File: config.mk
export PLATFORM = sky130hd
export DESIGN_NAME = jde_ctrl
export DESIGN_NICKNAME = d
export VERILOG_FILES = /design/src/design/jde_pkg.sv /design/src/design/jde_ctrl.sv
export SDC_FILE = /design/constraint.sdc
export NUM_CORES = 1
export LEC_CHECK = 0
export ABC_CLOCK_PERIOD_IN_PS = 3600
export BUFFER_PORTS_ARGS = -buffer_cell sky130_fd_sc_hd__buf_2
export CORE_AREA = 8 8 45 47
export DETAILED_ROUTE_END_ITERATION = 12
export DIE_AREA = 0 0 53 55
export PLACE_DENSITY = 0.62
export SETUP_SLACK_MARGIN = 0.02
export SYNTH_ARGS = -nofsm -noshare
export SYNTH_HDL_FRONTEND = slang
export SYNTH_SLANG_ARGS = --single-unit
File: constraint.sdc
create_clock -name clk -period 3.6 [get_ports clk]
set_input_delay 0.72 -clock clk [delete_from_list [all_inputs] [get_ports clk]]
set_output_delay 0.72 -clock clk [all_outputs]
set_load 0.01 [all_outputs]
File: src/design/jde_pkg.sv
// jde_pkg: shared types, constants and command/status structs for the
// jitter depth estimator. No dependencies.
package jde_pkg;

  localparam int WINDOW = 15;
  localparam int WIN_IDX_W = 4;   // index bits for WINDOW entries
  localparam int WIN_CNT_W = 4;   // count bits, holds 0..WINDOW
  localparam int SUM_W = 37;

  localparam logic [9:0] NET_DECAY_RESET = 10'd995;
  localparam logic [9:0] PERMILLE_ONE = 10'd1000;

  // ceil(2^28 / 1000): exact quotient for 18-bit digit dividends
  localparam logic [18:0] RECIP_1000 = 19'd268436;

  localparam logic [2:0] TREND_DOWN_SLOW = 3'd1;
  localparam logic [2:0] TREND_DOWN_FAST = 3'd2;
  localparam logic [2:0] TREND_UP_SLOW   = 3'd4;
  localparam logic [2:0] TREND_UP_FAST   = 3'd5;

  typedef struct packed {
    logic [31:0] send_time;
    logic [31:0] recv_time;
    logic [2:0]  trend_code;
  } in_item_t;

  typedef struct packed {
    logic signed [31:0] rel_delay;
    logic signed [31:0] delay_estimate;
    logic signed [31:0] raw_depth;
    logic signed [31:0] buffer_depth;
  } out_item_t;

  // controller to datapath
  typedef struct packed {
    logic load;       // capture input item
    logic delay_upd;  // update acc/peak delay, start peak blend divide
    logic peak_done;  // take peak blend quotient
    logic depth_sel;  // peak-hold or start depth blend divide
    logic depth_done; // take depth blend quotient
    logic win_upd;    // update window, start average divide
    logic avg_done;   // take average, floor, commit depth
  } jde_cmd_t;

  // datapath to controller
  typedef struct packed {
    logic div_busy;
    logic peak_blend; // peak takes the blend path
    logic depth_blend;
  } jde_sts_t;

  // depth decay weight from gap and trend, per mille
  function automatic logic [10:0] depth_weight(input logic signed [32:0] gap,
                                               input logic [2:0] trend);
    logic [10:0] w;
    begin
      if (gap > 33'sd500)      w = 11'd980;
      else if (gap > 33'sd400) w = 11'd985;
      else if (gap > 33'sd300) w = 11'd990;
      else if (gap > 33'sd200) w = 11'd995;
      else if (gap > 33'sd150) w = 11'd998;
      else                     w = 11'd999;
      case (trend)
        TREND_DOWN_SLOW: w = w + 11'd10;
        TREND_DOWN_FAST: w = w - 11'd10;
        TREND_UP_SLOW:   w = w + 11'd10;
        TREND_UP_FAST:   w = w + 11'd20;
        default:         w = w;
      endcase
      return w;
    end
  endfunction

  function automatic logic signed [31:0] sat32(input logic signed [47:0] v);
    begin
      if (v > 48'sd2147483647) return 32'sh7fffffff;
      else if (v < -48'sd2147483648) return 32'sh80000000;
      else return v[31:0];
    end
  endfunction

endpackage

File: src/design/jde_ctrl.sv
// jde_ctrl: sequencer for one frame and the output register handshake.
// Depends on jde_pkg.
module jde_ctrl (
  input  logic              clk,
  input  logic              rst_n,
  input  logic              in_valid,
  output logic              in_stall,
  output logic              out_valid,
  input  logic              out_stall,
  input  jde_pkg::jde_sts_t sts,
  output jde_pkg::jde_cmd_t cmd,
  output logic              out_load
);
  localparam logic [2:0] S_IDLE  = 3'd0;
  localparam logic [2:0] S_DELAY = 3'd1;
  localparam logic [2:0] S_PEAKW = 3'd2;
  localparam logic [2:0] S_DEPTH = 3'd3;
  localparam logic [2:0] S_DEPW  = 3'd4;
  localparam logic [2:0] S_WIN   = 3'd5;
  localparam logic [2:0] S_AVGW  = 3'd6;
  localparam logic [2:0] S_OUT   = 3'd7;

  logic [2:0] state_r, state_nxt;
  logic       ov_r, ov_nxt;
  logic       wait_r, wait_nxt; // divider launch state ran last cycle

  assign in_stall  = (state_r != S_IDLE);
  assign out_valid = ov_r;

  always_comb begin
    state_nxt = state_r;
    ov_nxt = ov_r && out_stall;
    wait_nxt = 1'b0;
    cmd = '0;
    out_load = 1'b0;
    case (state_r)
      S_IDLE: if (in_valid) begin
        cmd.load = 1'b1;
        state_nxt = S_DELAY;
      end
      S_DELAY: begin
        cmd.delay_upd = 1'b1;
        state_nxt = S_PEAKW;
        wait_nxt = 1'b1;
      end
      S_PEAKW: if (!wait_r && !sts.div_busy) begin
        cmd.peak_done = sts.peak_blend;
        state_nxt = S_DEPTH;
      end
      S_DEPTH: begin
        cmd.depth_sel = 1'b1;
        state_nxt = S_DEPW;
        wait_nxt = 1'b1;
      end
      S_DEPW: if (!wait_r && !sts.div_busy) begin
        cmd.depth_done = sts.depth_blend;
        state_nxt = S_WIN;
      end
      S_WIN: begin
        cmd.win_upd = 1'b1;
        state_nxt = S_AVGW;
        wait_nxt = 1'b1;
      end
      S_AVGW: if (!wait_r && !sts.div_busy) begin
        cmd.avg_done = 1'b1;
        state_nxt = S_OUT;
      end
      S_OUT: if (!ov_nxt) begin
        out_load = 1'b1;
        ov_nxt = 1'b1;
        state_nxt = S_IDLE;
      end
      default: state_nxt = S_IDLE;
    endcase
  end

  always_ff @(posedge clk) begin
    if (!rst_n) begin
      state_r <= S_IDLE;
      ov_r    <= 1'b0;
      wait_r  <= 1'b0;
    end else begin
      state_r <= state_nxt;
      ov_r    <= ov_nxt;
      wait_r  <= wait_nxt;
    end
  end
endmodule

# Yosys cells after proc, flatten, opt, wreduce, memory -nomap -nowiden
# Cells that the tools add are included.
# word_totals
regBits,5
elab_cells,44
# op_classes
muxes,21
n_reduce_logical,8
eq_ne,12
# op_table
op,n
$pmux 3 s8,1
$mux 1,15
$mux 3,5
$eq 3x3->1 const B,4
$ne 2x2->1 const B,5
$eq 3x2->1 const B,2
$reduce_and 5->1,1
$eq 3x1->1 const B,1
$logic_not 3->1,1
$reduce_bool 3->1,1
$reduce_or 3->1,1
$logic_and 1x1->1,2
$logic_not 1->1,2

# Depth between registers and ports, before layout
# logic_depth
word_depth,4
depth_mapped,5

# Worst setup path before layout
# OpenSTA, ideal clock, no wires.
# synth_timing
path_kind,input to output
startpoint,input port sts[2] (netlist name)
endpoint,output port cmd[2] (netlist name)
arrival_time_ns,1.147
n_path_buf,0
path_slack_ns,1.733
required_time_ns,2.880
stages,2
path_cell_list,nor2_2 -> and4_2
# synth_lines
element,line_no,text
start: declaration,jde_ctrl.sv:10,"input jde_pkg::jde_sts_t sts,"
end: declaration,jde_ctrl.sv:11,"output jde_pkg::jde_cmd_t cmd,"

==> metrics.md <==
| Metric | Value |
|---|---|
| Outcome | finished, final reports clean |
| CP startpoint kind | input pin |
| Yosys cell types | 26 |
| Hold crit path type | reg -> reg |
| Total CTS buffers | 3 |
| Layout cells sized above 1 | approximately 44% |
| Clock-pin slew on the worst setup and hold paths | 0.04 ns |
| Vias | between 300 and 400 |
| Grt met2 use | between 10% and 20% |
| Final Wtd Congestion | approximately 0.74 |
| Starting DRT DRC Count | 5 |
| # setup viols final | 0 |
| Final period utilization | between 50% and 60% |
| Peak supply drop | ~0.19 mV |
| DRC violations left | 0 |
| Total routed wirelength | between 800 and 900 um |
| Leak | between 0.2 and 0.25 nW |
| WP data required | approximately 2.9 ns |
| Most frequent cells in the layout | 16 x buf_2, 5 x nand2_1, 5 x dfxtp_1, 4 x ha_1 |
| FF+latch area | about 100 sq um |
| Max Slew Vio Count | 0 |
| Max Clock Skew | roughly 0.002 ns |
| Resized cells post-CTS | 0 |
| DIE WIDTH | 53 um |
| Core Box Area | 1384 sq um |
| Input/output buffers | 16 |
| Arrival @ worst endpoint | between 1 and 1.5 ns |
| Clock Sinks | 5 |
| CTS tree | done |
| Die area | about 2900 sq um |
| Sw Share | between 40 and 50% |
| Commonest non-fill, non-tap cell in the layout | buf_2 |
| First-pass GRT wire length | approximately 1400 um |
| Critical R2R Launch | state_r[0] |
| Total chip power | roughly 0.32 mW |
| Initial Utilization | 26.58% |
| Syn_nets | 54 |
| Crit Path Category | in -> out |
| # H-tree levels | 1 |
| Initial antenna violation count | 0 |
| Multi-input logic area | ~250 sq um |
| Power share of the sequential group | a little over a quarter |
| Fin. Hold Viols | 0 |
| CTS Root Cell | clkbuf_4 |
| Pint | ~0.19 mW |
| Total global-route track usage | between 6 and 7% |
| Hold path start | out_valid |
| Critical Path Source | sts[2] |
| Actual slew at the worst max-slew pin | between 0.4 and 0.5 ns |
| Mean routed wirelength per cell | approximately 11 um |
| Final nets | between 70 and 80 |
| Seq cells post-synth | 5 |
| Clock Latency Late Sink | between 0.2 and 0.25 ns |
| Sequential area share after synthesis | a little over a quarter |
| Type of element capturing the critical path | output port |
| Crit path time final | between 2 and 2.5 ns |
| Rel. slew slack | 72.09% |
| Ant diodes | 0 |
| CTS max path bufs | 2 |
| Setup TNS | 0 ns |
| Detail Placement HPWL | about 700 um |
| Post-route ant nets | 0 |
| Clk pwr share | about a fifth |
| Hold Path End | out_valid |
| Area delta synth->final | 32.31% |
| Synth Instances | 43 |
| CTS Hold Bufs | 0 |
| Psw | about 0.13 mW |
| YS warnings | 0 |
| Met1 global-route usage | under 10% |
| Pwr Density | approximately 670 nW/um^2 |
| WHS Path Cells | 2 |
| Via-to-Cell Ratio | roughly 4.5 |
| Max-cap violations | 0 |
| Fillers | 152 |
| Util after Layout | between 30% and 40% |
| Reg2reg setup slack | between 2 and 2.5 ns |
| Syn Area/Cell | 8.555 sq um |
| Worst reg2reg path depth | 5 |
| Comb power frac | 53.8% |
| Reg-to-reg endpoint | state_r[2] |
| RSZ-0062 raised after global routing | no |
| Maximum clock frequency | 479.5 MHz |
| Vias in the first global route | 339 |
| Post-CTS setup buffer count | 0 |
| CP Max Fanout | 5 |
| FP Rows | 14 |
| Most Crowded Layer GR | met2 |
| Mapped cell area | 367.9 sq um |
| Met3 Usage GRT | about 4.0% |
| DRT Pass-1 Iters | 3 |
| Remaining global-route overflow | 0 |
| Die height | around 55 um |
| I/O pin count | 17 |
| Largest net degree at the start of global routing | 13 |
power groups by stage:
stage / logic [mW] / clock network (mW) / registers, mW
floorplan: 0.135 / 0 / 0.0823
CTS: 0.177 / 0.0660 / 0.0881
finish: 0.175 / 0.0622 / 0.0878
detailed placement: 0.177 / 0 / 0.0891
global route: 0.196 / 0.0725 / 0.0905
global placement: 0.174 / 0 / 0.0889
logic make-up (layout without fill, tap and decap cells):
| kind of cell | Yosys count | in the layout | synth area share [%] |
|---|---|---|---|
| DFF | 5 | 5 | 27.21 |
| adders and majority gates | 4 | 4 | 13.61 |
| AOI/OAI and AO/OA | 8 | 8 | 20.07 |
| muxes | 1 | 1 | 2.721 |
| and+or+nand+nor | 20 | 20 | 30.28 |
| buffers and inverters | 5 | 24 | 6.122 |
critical path: stages:
cell and delay, ns:
buf_2 0.10, nor2_2 0.19, and4_2 0.23, buf_2 0.12
layer usage:
metal | wire (um) | vias up
met3 | 105 | 0
met4 | 0 | 0
met5 | 0 | -
met2 | 426 | 12
li1 | - | 194
met1 | 330 | 146
cells in the mapped netlist:
cell type | number | share of area (%)
ha_1 | 4 | 14
inv_2 | 1 | 1.0
and4_2 | 1 | 2.7
o221ai_2 | 1 | 4.1
a21oi_2 | 1 | 2.4
nor2_1 | 3 | 3.1
nor2b_1 | 2 | 3.4
or2_1 | 1 | 1.7
nor4_1 | 1 | 1.7
nand3_1 | 1 | 1.4
and3_2 | 1 | 2.0
a221oi_1 | 1 | 2.4
inv_1 | 3 | 3.1
mux2i_1 | 1 | 2.7
dfxtp_1 | 5 | 27
a21oi_1 | 2 | 2.7
and2_1 | 1 | 1.7
nand2_1 | 5 | 5.1
nand2b_2 | 1 | 2.4
a211oi_2 | 1 | 3.4
nand4_1 | 1 | 1.7
o211ai_1 | 1 | 2.0
buf_4 | 1 | 2.0
and3_1 | 1 | 1.7
o2111a_1 | 1 | 3.1
nor2_2 | 1 | 1.7
metrics by stage:
step / cells / hold slack, ns / setup WS (ns) / instance area, sq um
5_1_grt: 78 / 0.5537 / 1.465 / 486.7
4_1_cts: 78 / 0.4895 / 1.511 / 486.7
3_5_place_dp: 74 / 0.4810 / 1.514 / 460.4
3_3_place_gp: 74 / 0.4794 / 1.518 / 460.4
6_report: 78 / 0.4880 / 1.514 / 486.7
2_1_floorplan: 43 / 0.4709 / 1.733 / 367.9
worst max-delay path by stage:
stage                        end  slack [ns]
after global placement    cmd[2]        1.52
after global routing      cmd[2]        1.46
after CTS                 cmd[2]        1.51
after floorplan           cmd[2]        1.73
final                     cmd[2]        1.51
after detailed placement  cmd[2]        1.51
state kept, by name, summed over array words and instances, names as in the netlist:
name and flops:
wait_r 1, state_r 3, out_valid 1
cell type report:
type / instances / share of cell area, %
inverter: 4 / 3.085
clock buffer: 4 / 5.398
tap: 16 / 4.113
sequential: 5 / 20.57
multi-input combinational: 33 / 50.39
timing repair buffer: 16 / 16.45
Power figures use the tool's default switching activity.
